`src/hdl/pcml_pkg.sv`:
```
package pcml_pkg;

  // Color selection written through the map_mode register
  typedef enum logic [1:0] {
    MODE_JET   = 2'd0,
    MODE_FIXED = 2'd1,
    MODE_FADE  = 2'd2
  } mode_e;

  // Result status code
  typedef enum logic [1:0] {
    STAT_OK         = 2'd0,
    STAT_ZERO_COUNT = 2'd1,
    STAT_SATURATED  = 2'd2
  } status_e;

  // Configuration register indexes
  typedef enum logic [1:0] {
    REG_MAP_MODE   = 2'd0,
    REG_BASE_RED   = 2'd1,
    REG_BASE_GREEN = 2'd2,
    REG_BASE_BLUE  = 2'd3
  } reg_e;

  // Configuration seen by the shading stages
  typedef struct packed {
    mode_e      map_mode;
    logic [7:0] base_red;
    logic [7:0] base_green;
    logic [7:0] base_blue;
  } cfg_t;

  // Color lanes: red, green, blue
  localparam int NUM_LANES = 3;
  localparam int CHAN_W    = 8;

  // Jet ramp offsets in units of the table size, per lane
  localparam int JET_LO_OFF [NUM_LANES] = '{-3, -1, 1};
  localparam int JET_HI_OFF [NUM_LANES] = '{9, 7, 5};

endpackage

```
`src/hdl/pcml_div_cell.sv`:
```
module pcml_div_cell #(
  parameter int LANES = 1,
  parameter int RW    = 16,
  parameter int QW    = 9,
  parameter int SW    = 1
) (
  input  logic                           clk_i,
  input  logic                           rst_ni,
  input  logic                           valid_i,
  output logic                           stall_o,
  input  logic [LANES-1:0][RW-1:0]       rem_i,
  input  logic [LANES-1:0][RW-1:0]       div_i,
  input  logic [LANES-1:0]               bit_i,
  input  logic [LANES-1:0][QW-1:0]       quo_i,
  input  logic [SW-1:0]                  side_i,
  output logic                           valid_o,
  input  logic                           stall_i,
  output logic [LANES-1:0][RW-1:0]       rem_o,
  output logic [LANES-1:0][RW-1:0]       div_o,
  output logic [LANES-1:0][QW-1:0]       quo_o,
  output logic [SW-1:0]                  side_o
);

  logic                     valid_q;
  logic                     advance;
  logic [LANES-1:0][RW-1:0] rem_d, rem_q;
  logic [LANES-1:0][RW-1:0] div_q;
  logic [LANES-1:0][QW-1:0] quo_d, quo_q;
  logic [SW-1:0]            side_q;

  // Advance when empty or when the next cell takes our request
  assign advance = !valid_q || !stall_i;
  assign stall_o = !advance;

  // One restoring division step per lane: shift in a dividend bit, try subtract
  always_comb begin
    logic [RW:0] trial;
    logic [RW:0] diff;
    logic        ge;
    rem_d = '0;
    quo_d = '0;
    for (int l = 0; l < LANES; l++) begin
      trial    = {rem_i[l], bit_i[l]};
      diff     = trial - {1'b0, div_i[l]};
      ge       = trial >= {1'b0, div_i[l]};
      rem_d[l] = ge ? diff[RW-1:0] : trial[RW-1:0];
      quo_d[l] = {quo_i[l][QW-2:0], ge};
    end
  end

  // Hold the valid flag
  always_ff @(posedge clk_i or negedge rst_ni) begin
    if (!rst_ni) begin
      valid_q <= 1'b0;
    end else if (advance) begin
      valid_q <= valid_i;
    end
  end

  // Load the payload on an accepted request
  always_ff @(posedge clk_i) begin
    if (valid_i && advance) begin
      rem_q  <= rem_d;
      div_q  <= div_i;
      quo_q  <= quo_d;
      side_q <= side_i;
    end
  end

  assign valid_o = valid_q;
  assign rem_o   = rem_q;
  assign div_o   = div_q;
  assign quo_o   = quo_q;
  assign side_o  = side_q;

endmodule

```
`src/hdl/pcml_shade.sv`:
```
module pcml_shade #(
  parameter int TABLE_ENTRIES = 256,
  localparam int QW  = $clog2(TABLE_ENTRIES + 1),
  localparam int RWC = $clog2(2 * TABLE_ENTRIES + 1),
  localparam int XW  = RWC + 8
) (
  input  logic                 clk_i,
  input  logic                 rst_ni,
  input  pcml_pkg::cfg_t       cfg_i,
  input  logic                 valid_i,
  output logic                 stall_o,
  input  logic [15:0]          idx_i,
  input  logic [QW-1:0]        quo_i,
  input  logic                 zero_i,
  output logic                 valid_o,
  input  logic                 stall_i,
  output logic [2:0][7:0]      color_o,
  output logic [1:0]           status_o
);

  import pcml_pkg::*;

  localparam int EW  = $clog2(TABLE_ENTRIES);
  localparam int PW  = 16 + QW;
  localparam int JW  = $clog2(9 * TABLE_ENTRIES + 1) + 1;
  localparam int SR  = XW + RWC;
  localparam int MW  = SR - $clog2(TABLE_ENTRIES) + 2;
  localparam int PRW = XW + MW;
  localparam logic [EW-1:0]        LAST_ENTRY = EW'(TABLE_ENTRIES - 1);
  localparam logic [RWC-1:0]       DIV_JET    = RWC'(2 * TABLE_ENTRIES);
  localparam logic signed [JW-1:0] TWO_T      = JW'(2 * TABLE_ENTRIES);
  // Rounded-up reciprocals, exact for every numerator below 2**XW
  localparam logic [MW-1:0] RCP_JET  =
    MW'(((64'd1 << SR) + 64'(2 * TABLE_ENTRIES) - 64'd1) / 64'(2 * TABLE_ENTRIES));
  localparam logic [MW-1:0] RCP_FADE =
    MW'(((64'd1 << SR) + 64'(TABLE_ENTRIES - 1) - 64'd1) / 64'(TABLE_ENTRIES - 1));

  // Entry stage
  logic          a_valid_q;
  logic          a_advance;
  logic [PW-1:0] prod;
  logic [EW-1:0] a_entry_d, a_entry_q;
  status_e       a_status_d, a_status_q;

  // Numerator stage
  logic                 b_valid_q;
  logic                 b_advance;
  logic [2:0][XW-1:0]   b_x_d, b_x_q;
  logic                 b_fade_d, b_fade_q;
  logic [2:0][7:0]      b_add_d, b_add_q;
  status_e              b_status_q;

  // Scaling stage
  logic                 c_valid_q;
  logic                 c_advance;
  logic [2:0][7:0]      c_color_d, c_color_q;
  status_e              c_status_q;

  assign c_advance = !c_valid_q || !stall_i;
  assign b_advance = !b_valid_q || c_advance;
  assign a_advance = !a_valid_q || b_advance;
  assign stall_o   = !a_advance;

  // Scale the index by the quotient and saturate into the table; a zero count gives entry 0
  always_comb begin
    prod = PW'(idx_i) * PW'(quo_i);
    if (zero_i) begin
      a_entry_d  = '0;
      a_status_d = STAT_ZERO_COUNT;
    end else if (prod > PW'(TABLE_ENTRIES - 1)) begin
      a_entry_d  = LAST_ENTRY;
      a_status_d = STAT_SATURATED;
    end else begin
      a_entry_d  = prod[EW-1:0];
      a_status_d = STAT_OK;
    end
  end

  always_ff @(posedge clk_i or negedge rst_ni) begin
    if (!rst_ni) begin
      a_valid_q <= 1'b0;
    end else if (a_advance) begin
      a_valid_q <= valid_i;
    end
  end

  always_ff @(posedge clk_i) begin
    if (valid_i && a_advance) begin
      a_entry_q  <= a_entry_d;
      a_status_q <= a_status_d;
    end
  end

  // Build numerator, divisor select and addend for each lane
  always_comb begin
    logic [7:0]           base [NUM_LANES];
    logic [7:0]           diff;
    logic signed [JW-1:0] e8;
    logic signed [JW-1:0] ja;
    logic signed [JW-1:0] jb;
    logic signed [JW-1:0] jm;
    logic [RWC-1:0]       m;
    logic [XW-1:0]        xj;
    logic [XW-1:0]        xf;
    base[0]  = cfg_i.base_red;
    base[1]  = cfg_i.base_green;
    base[2]  = cfg_i.base_blue;
    e8       = $signed(JW'({a_entry_q, 3'b000}));
    b_fade_d = (cfg_i.map_mode == MODE_FADE);
    b_x_d    = '0;
    b_add_d  = '0;
    for (int l = 0; l < NUM_LANES; l++) begin
      // Jet ramp: clamp the tent, then scale by 255
      ja = e8 + JW'(JET_LO_OFF[l] * TABLE_ENTRIES);
      jb = JW'(JET_HI_OFF[l] * TABLE_ENTRIES) - e8;
      jm = (ja < jb) ? ja : jb;
      if (jm < 0) begin
        m = '0;
      end else if (jm > TWO_T) begin
        m = DIV_JET;
      end else begin
        m = jm[RWC-1:0];
      end
      xj = XW'({m, 8'h00}) - XW'(m);
      // Fade: distance to white times entry
      diff = 8'hFF - base[l];
      xf   = XW'(diff) * XW'(a_entry_q);
      case (cfg_i.map_mode)
        MODE_FIXED: begin
          b_x_d[l]   = '0;
          b_add_d[l] = base[l];
        end
        MODE_FADE: begin
          b_x_d[l]   = xf;
          b_add_d[l] = base[l];
        end
        default: begin
          b_x_d[l]   = xj;
          b_add_d[l] = '0;
        end
      endcase
    end
  end

  always_ff @(posedge clk_i or negedge rst_ni) begin
    if (!rst_ni) begin
      b_valid_q <= 1'b0;
    end else if (b_advance) begin
      b_valid_q <= a_valid_q;
    end
  end

  always_ff @(posedge clk_i) begin
    if (a_valid_q && b_advance) begin
      b_x_q      <= b_x_d;
      b_fade_q   <= b_fade_d;
      b_add_q    <= b_add_d;
      b_status_q <= a_status_q;
    end
  end

  // Divide by the ramp length through a reciprocal multiply, then add the base
  always_comb begin
    logic [MW-1:0]  rcp;
    logic [PRW-1:0] scaled;
    rcp       = b_fade_q ? RCP_FADE : RCP_JET;
    c_color_d = '0;
    for (int l = 0; l < NUM_LANES; l++) begin
      scaled       = PRW'(b_x_q[l]) * PRW'(rcp);
      c_color_d[l] = b_add_q[l] + scaled[SR +: 8];
    end
  end

  always_ff @(posedge clk_i or negedge rst_ni) begin
    if (!rst_ni) begin
      c_valid_q <= 1'b0;
    end else if (c_advance) begin
      c_valid_q <= b_valid_q;
    end
  end

  always_ff @(posedge clk_i) begin
    if (b_valid_q && c_advance) begin
      c_color_q  <= c_color_d;
      c_status_q <= b_status_q;
    end
  end

  assign valid_o  = c_valid_q;
  assign color_o  = c_color_q;
  assign status_o = c_status_q;

endmodule

```
`src/hdl/pseudo_color_map_lookup.sv`:
```
// Pseudo-color map lookup: turns an element index and element count into an
// RGB color (jet gradient, fixed base color, or fade from base to white).
//
// Request channel: valid_i / stall_o with element_index_i, element_count_i.
// Result channel:  valid_o / stall_i with red_o, green_o, blue_o, status_o.
// Registers are written through cfg_we_i / cfg_index_i / cfg_data_i; the user
// must do so only while no request is in flight; the block does not enforce it.
//
// One request is taken per cycle while stall_o is low. Each result passes
// through the cell chain: one restoring divider cell per quotient bit of
// TABLE_ENTRIES / count, then three shading stages (entry, numerator,
// reciprocal scaling).
//
// A stalled result holds in the last shading stage; requests keep entering
// while empty slots remain in the chain, and stall_o rises only when all are
// full. Reset empties the pipeline and zeroes the config registers (jet mode).
module pseudo_color_map_lookup #(
  parameter int TABLE_ENTRIES = 256
) (
  input  logic        clk_i,
  input  logic        rst_ni,
  input  logic        cfg_we_i,
  input  logic [1:0]  cfg_index_i,
  input  logic [7:0]  cfg_data_i,
  input  logic        valid_i,
  output logic        stall_o,
  input  logic [15:0] element_index_i,
  input  logic [15:0] element_count_i,
  output logic        valid_o,
  input  logic        stall_i,
  output logic [7:0]  red_o,
  output logic [7:0]  green_o,
  output logic [7:0]  blue_o,
  output logic [1:0]  status_o
);

  import pcml_pkg::*;

  localparam int QW   = $clog2(TABLE_ENTRIES + 1);
  localparam int SW_F = 17;
  localparam logic [QW-1:0] T_BITS = QW'(TABLE_ENTRIES);

  // Configuration registers
  cfg_t cfg_q;

  always_ff @(posedge clk_i or negedge rst_ni) begin
    if (!rst_ni) begin
      cfg_q <= '{map_mode: MODE_JET, base_red: '0, base_green: '0, base_blue: '0};
    end else if (cfg_we_i) begin
      case (reg_e'(cfg_index_i))
        REG_MAP_MODE:   cfg_q.map_mode   <= mode_e'(cfg_data_i[1:0]);
        REG_BASE_RED:   cfg_q.base_red   <= cfg_data_i;
        REG_BASE_GREEN: cfg_q.base_green <= cfg_data_i;
        REG_BASE_BLUE:  cfg_q.base_blue  <= cfg_data_i;
        default: ;
      endcase
    end
  end

  // Quotient chain: TABLE_ENTRIES / count, one bit per cell
  logic [QW:0]                f_valid;
  logic [QW:0]                f_stall;
  logic [QW:0][0:0][15:0]     f_rem;
  logic [QW:0][0:0][15:0]     f_div;
  logic [QW:0][0:0][QW-1:0]   f_quo;
  logic [QW:0][SW_F-1:0]      f_side;

  assign f_valid[0] = valid_i;
  assign stall_o    = f_stall[0];
  assign f_rem[0]   = '0;
  assign f_div[0]   = element_count_i;
  assign f_quo[0]   = '0;
  assign f_side[0]  = {(element_count_i == 16'd0), element_index_i};

  for (genvar k = 0; k < QW; k++) begin : g_quo_cell
    pcml_div_cell #(
      .LANES(1),
      .RW   (16),
      .QW   (QW),
      .SW   (SW_F)
    ) u_cell (
      .clk_i  (clk_i),
      .rst_ni (rst_ni),
      .valid_i(f_valid[k]),
      .stall_o(f_stall[k]),
      .rem_i  (f_rem[k]),
      .div_i  (f_div[k]),
      .bit_i  (T_BITS[QW-1-k]),
      .quo_i  (f_quo[k]),
      .side_i (f_side[k]),
      .valid_o(f_valid[k+1]),
      .stall_i(f_stall[k+1]),
      .rem_o  (f_rem[k+1]),
      .div_o  (f_div[k+1]),
      .quo_o  (f_quo[k+1]),
      .side_o (f_side[k+1])
    );
  end

  // Entry, numerator and scaling stages
  logic [2:0][7:0] s_color;

  pcml_shade #(
    .TABLE_ENTRIES(TABLE_ENTRIES)
  ) u_shade (
    .clk_i   (clk_i),
    .rst_ni  (rst_ni),
    .cfg_i   (cfg_q),
    .valid_i (f_valid[QW]),
    .stall_o (f_stall[QW]),
    .idx_i   (f_side[QW][15:0]),
    .quo_i   (f_quo[QW][0]),
    .zero_i  (f_side[QW][16]),
    .valid_o (valid_o),
    .stall_i (stall_i),
    .color_o (s_color),
    .status_o(status_o)
  );

  // Result lanes: red, green, blue
  assign red_o   = s_color[0];
  assign green_o = s_color[1];
  assign blue_o  = s_color[2];

endmodule
```
`config.mk`:
```
export PLATFORM = sky130hd
export DESIGN_NAME = pseudo_color_map_lookup
export DESIGN_NICKNAME = d
export VERILOG_FILES = /design/src/hdl/pcml_pkg.sv /design/src/hdl/pcml_div_cell.sv /design/src/hdl/pcml_shade.sv /design/src/hdl/pseudo_color_map_lookup.sv
export SDC_FILE = /design/constraint.sdc
export NUM_CORES = 2
export LEC_CHECK = 0
export BUFFER_PORTS_ARGS = -buffer_cell sky130_fd_sc_hd__buf_4
export CAP_MARGIN = 20
export CORE_ASPECT_RATIO = 1.2
export CORE_MARGIN = 2
export CORE_UTILIZATION = 55
export CTS_CLUSTER_SIZE = 25
export DETAILED_ROUTE_END_ITERATION = 16
export GPL_TIMING_DRIVEN = 0
export HOLD_SLACK_MARGIN = 0.15
export MAX_ROUTING_LAYER = met4
export PLACE_DENSITY = 0.71
export SLEW_MARGIN = 0
export SYNTH_ARGS = -nofsm -noshare
export SYNTH_HDL_FRONTEND = slang
export SYNTH_SLANG_ARGS = --single-unit
```
`constraint.sdc`:
```
create_clock -name clk_i -period 7.9 [get_ports clk_i]
set_input_delay 0.79 -clock clk_i [delete_from_list [all_inputs] [get_ports clk_i]]
set_output_delay 0.79 -clock clk_i [all_outputs]
set_load 0.02 [all_outputs]
```
After elaboration in Yosys (flattened, before gate mapping)
Cells that the tools add are included.

word-level totals
  output and inout port bits = 28
  register bits = 609
  logic and storage cells = 192

cells by class
  eq/ne operators = 5
  multiply operators = 7
  muxes and demuxes = 22
  $add $sub $neg = 23
  reduce and logical (&&, ||, !) cells = 45
  magnitude comparators = 19

operator list
  cell                                                                number
  greater-or-equal comparator 17 x 16 -> 1 bit                        8
  two-way mux 16 bit                                                  7
  subtractor 16 bit                                                   7
  multiplier 18 x 22 -> 36 bit                                        3
  one-hot mux 18 bit (2 select lines)                                 3
  two-way mux 10 bit                                                  6
  subtractor 18 x 10 -> 18 bit                                        3
  multiplier 8 x 8 -> 16 bit                                          3
  > comparator 13 x 11 -> 1 bit (second input constant)               3
  less-than comparator 13 x 1 -> 1 bit (second input constant)        3
  less-than comparator 13 bit                                         3
  two-way mux 13 bit                                                  3
  > comparator 25 x 8 -> 1 bit (second input constant)                1
  multiplier 16 x 9 -> 25 bit                                         1
  adder 8 bit                                                         3
  subtractor 11 x 11 -> 12 bit (first input constant)                 2
  subtractor 8 bit (first input constant)                             3
  two-way mux 21 bit                                                  1
  greater-or-equal comparator 1 x 16 -> 1 bit (first input constant)  1
  logical NOT 16 bit                                                  1
  subtractor 1 x 16 -> 16 bit (first input constant)                  1
  logical NOT 1 bit                                                   14
  adder 12 x 11 -> 13 bit (second input constant)                     1
  adder 12 x 9 -> 13 bit (second input constant)                      1
  other kinds (11)                                                    39

Longest topological paths before layout
  word-level depth = 14
  depth in mapped cells = 30
  mapped depth without buffers = 28

By module
Synthesis repeated with hierarchy kept, for this count alone.

second synthesis, totals
  cell total of the unflattened synthesis = 4755
  area, all modules = 53032.1 um2

modules (own cells, without submodules)
  module                                    times used  cells an instance  area each (um2)
  pcml_shade                                1           2777               25836.0
  pcml_div_cell (g_quo_cell[0].u_cell ...)  5           207                2879.0
  pcml_div_cell (g_quo_cell[5].u_cell ...)  4           220                2944.1
  pseudo_color_map_lookup                   1           63                 1024.7

Worst setup path after synthesis
Ideal clock, no wire load.

  path kind = reg2reg
  start point = reg u_shade.b_fade_q
  end point = reg u_shade.c_color_q, in the netlist u_shade.color_o[23] (data pin)
  stages on the path, launching flop included = 28
  library setup time = 0.260 ns
  required time = 7.640 ns
  period minus slack after synthesis = 6.085 ns
  path slack = 1.815 ns
  arrival = 5.825 ns
  cells stage by stage = edfxtp_1 -> clkbuf_1 -> clkbuf_1 -> clkbuf_1 -> and2_1 -> ha_1 -> fa_1 -> fa_1 -> inv_1 -> fa_1 -> inv_1 -> ha_1 -> a21o_1 -> a21o_1 -> a21oi_1 -> nor3_1 -> a221oi_1 -> nor2b_1 -> nor2_1 -> xnor2_1 -> ha_1 -> a21o_1 -> a21oi_1 -> o21bai_1 -> a21oi_1 -> o21ai_0 -> xnor2_1 -> xnor2_1

RTL lines
  what                    line               source
  from (decl)             pcml_shade.sv:49   logic b_fade_d, b_fade_q;
  from (signal assigned)  pcml_shade.sv:156  b_fade_q <= b_fade_d;
  to (signal assigned)    pcml_shade.sv:184  c_color_q <= c_color_d;
  to (decl)               pcml_shade.sv:56   logic [2:0][7:0] c_color_d, c_color_q;

==> results.cfg <==
[clock_network]
clk_pin_slew_ps = 60
cts_buffers = 60
cts_tree = yes
clock_latency_ps = 670
htreeDepth = 2
cts.sinks = 609
clockBufferDepth = 3
clockRootBuffer = clkbuf_16
post_cts_buffers = 0

[floorplanning]
die_h_um = 329
core_area_um2 = 87500
die_area_um2 = 90600
die_x_um = 275
pin_count = 75
initial_core_util_pct = 55.4
num_rows = 119

[synthesis]
yosys.area_share.simple_pct = 12.5
async_flop_share_pct = 6.24
synthFlopType = edfxtp_1
synth_most_common_cell = ha_1
synth_compound_area_share_pct = 9.24
postSynthAreaPerCell_um2 = 10.8
synth_edf_count = 571
synthXorXnorAreaFrac_pct = 3.36
synth-adder-area-share_pct = 28.7
synth_cell_types = 97
synth_warnings = 0
syn_inst = 4486
synthMuxAreaShare_pct = 2.60
synth_top_area_cell = edfxtp_1
synth_area_um2 = 48500
yosysSeqAreaShare_pct = 37.3
synth_area_leaders = edfxtp_1, ha_1, fa_1, inv_1, xnor2_1
ys_seq_elements = 609
synth_common_cells = ha_1, inv_1, edfxtp_1
synth_top_family_by_area = adder cells
yosysTopAreaCellShare_pct = 35.3

[timing]
fin_crit_sh_pct = 93.8
holdWs_ps = 293
maxSlewHeadroom_pct = 36.3
clock_skew_ps = 44.9
slew_violations = 0
tightest_slew_ps = 932
rsz0062_at_grt = false
setup_viol = 0
period_needed_ps = 7410
max_clock_freq_mhz = 135
final_hold_viol_count = 0

[worst_setup_path]
cp.required_ps = 8260
critPathCaptureType = flip-flop
arrival_ps = 7770
cp-start-kind = flip-flop
cpPeakStageDelay_ps = 460
critical_path.max_fanout = 10
crit_type = flip-flop to flip-flop
path_common_cell = ha_1
cp_slowest_cell = clkbuf_1

[placed_design]
port_buffers = 74
post-dp-hpwl_mm = 86.7
gp_congestion = 0.949

[drt]
drc_errors = 0
routedWlPerCell_um = 18.4
via_per_inst = 5.57
drt_first_pass_iters = 5
drtAntennaViolNets = 0
drt_iter0_drc = 2025
num_vias = 32600
routed_wl_mm = 107

[global_route]
grt_pass1_wl_mm = 173
grt_start_max_net_pins = 69
overflow = 0
grt_usage_pct = 25.0
grt_antenna_before_repair = 2
grt_pass1_vias = 32800

[min_path]
hold_class = input pin to flip-flop

[final_layout]
area_delta_synth_final_pct = 8.95
layout-drive-gt1-share_pct = 7.32
fin_nets = 5648

[run]
cap_violations = 0

[status]
status = complete, no violations
[metrics by stage]
stage	std cells	setup WS [ps]	util, %	instance area, um2	TNS (ps)
2_1_floorplan	4505	1820	-	48600	0
3_3_place_gp	5728	-474	57.8	50600	-2070
3_5_place_dp	5740	-434	58.1	50900	-1670
4_1_cts	5852	209	60.4	52900	0
5_1_grt	5851	6.92	60.4	52900	0
6_report	5851	493	60.4	52900	0
[cell usage in the layout, fill, tap and decap left out, types with 21 or more instances in the layout]
cell type and n:
nor2_1 230, o21bai_1 22, fa_1 274, clkbuf_1 103, edfxtp_1 571, o21ai_0 116
and3_1 28, or3_1 38, o21a_1 41, nand4_1 39, and2_1 143, inv_1 669
a21o_1 80, nand2_1 207, ha_1 676, buf_4 75, nor2b_1 136, a21oi_1 179
dfrtp_1 38, nor3_1 64, xnor2_1 126, clkbuf_16 60, xor2_1 60, conb_1 21
mux2_2 96, nand2b_1 127, nand3_1 55
[final timing paths]
path,start,endpoint,slack [ps],cells after the start
max,u_shade.b_fade_q,u_shade.color_o[15],490,28
min,element_index_i[13],g_quo_cell[0].u_cell.side_o[13],290,1
max reg2reg,u_shade.b_fade_q,u_shade.color_o[15],490,28
min reg2reg,g_quo_cell[7].u_cell.side_o[14],g_quo_cell[8].u_cell.side_o[14],400,0
max in group asynchronous,rst_ni,u_shade.b_valid_q,6880,2
min in group asynchronous,rst_ni,cfg_q[23],620,2
[registers in the layout (all words and copies together) (netlist names), 24 cells and up]
name,flops
g_quo_cell.u_cell.quo_o,45
g_quo_cell.u_cell.div_o,128
g_quo_cell.u_cell.side_o,153
cfg_q,26
u_shade.color_o,24
u_shade.b_add_q,24
u_shade.b_x_q,54
g_quo_cell.u_cell.rem_o,128
[routing by layer]
layer  track usage (%)  vias up  part of all wire (%)
met1              30.5    15900                    42
met2              43.2      701                    50
met3              2.58      192                   3.8
met4              8.38        0                   3.7
met5                 -        -                     0
li1                  -    15800                     -
[area by class of cell]
type / count / area (um2)
multi-input cells: 3099 / 27500
repair buffers: 87 / 816
inverters: 673 / 2530
clock inverters: 38 / 403
well taps: 1149 / 1440
diodes: 1 / 2.50
flip-flops and latches: 609 / 18100
plain buffers: 121 / 488
fillers: 7294 / 34700
clock buffers: 74 / 1550
[worst max-delay path, delay by kind of cell (launching register included)]
| family | cells | cell delay [ps] |
|---|---|---|
| xor+xnor | 2 | 600 |
| simple gates | 4 | 850 |
| buf+inv | 5 | 1380 |
| flops | 1 | 450 |
| compound gates | 10 | 1830 |
| fa+ha+maj | 7 | 2010 |
[kinds of logic after synthesis]
group / Yosys count
flops: 609
fa+ha+maj: 950
simple gates: 1157
buf+inv: 797
xor+xnor: 186
compound gates: 671
mux: 114
other cells: 2
[repair_timing]
| item | CTS | global route |
|---|---|---|
| gates resized for setup | 4 | 5 |
| endpoints found under the hold margin | 38 | 0 |
| setup endpoints to repair | 12 | 8 |
| hold buffers | 1 | 0 |
Power is not shown: default switching activity piles up to over one toggle a cycle in this logic, so the estimate is an artifact.
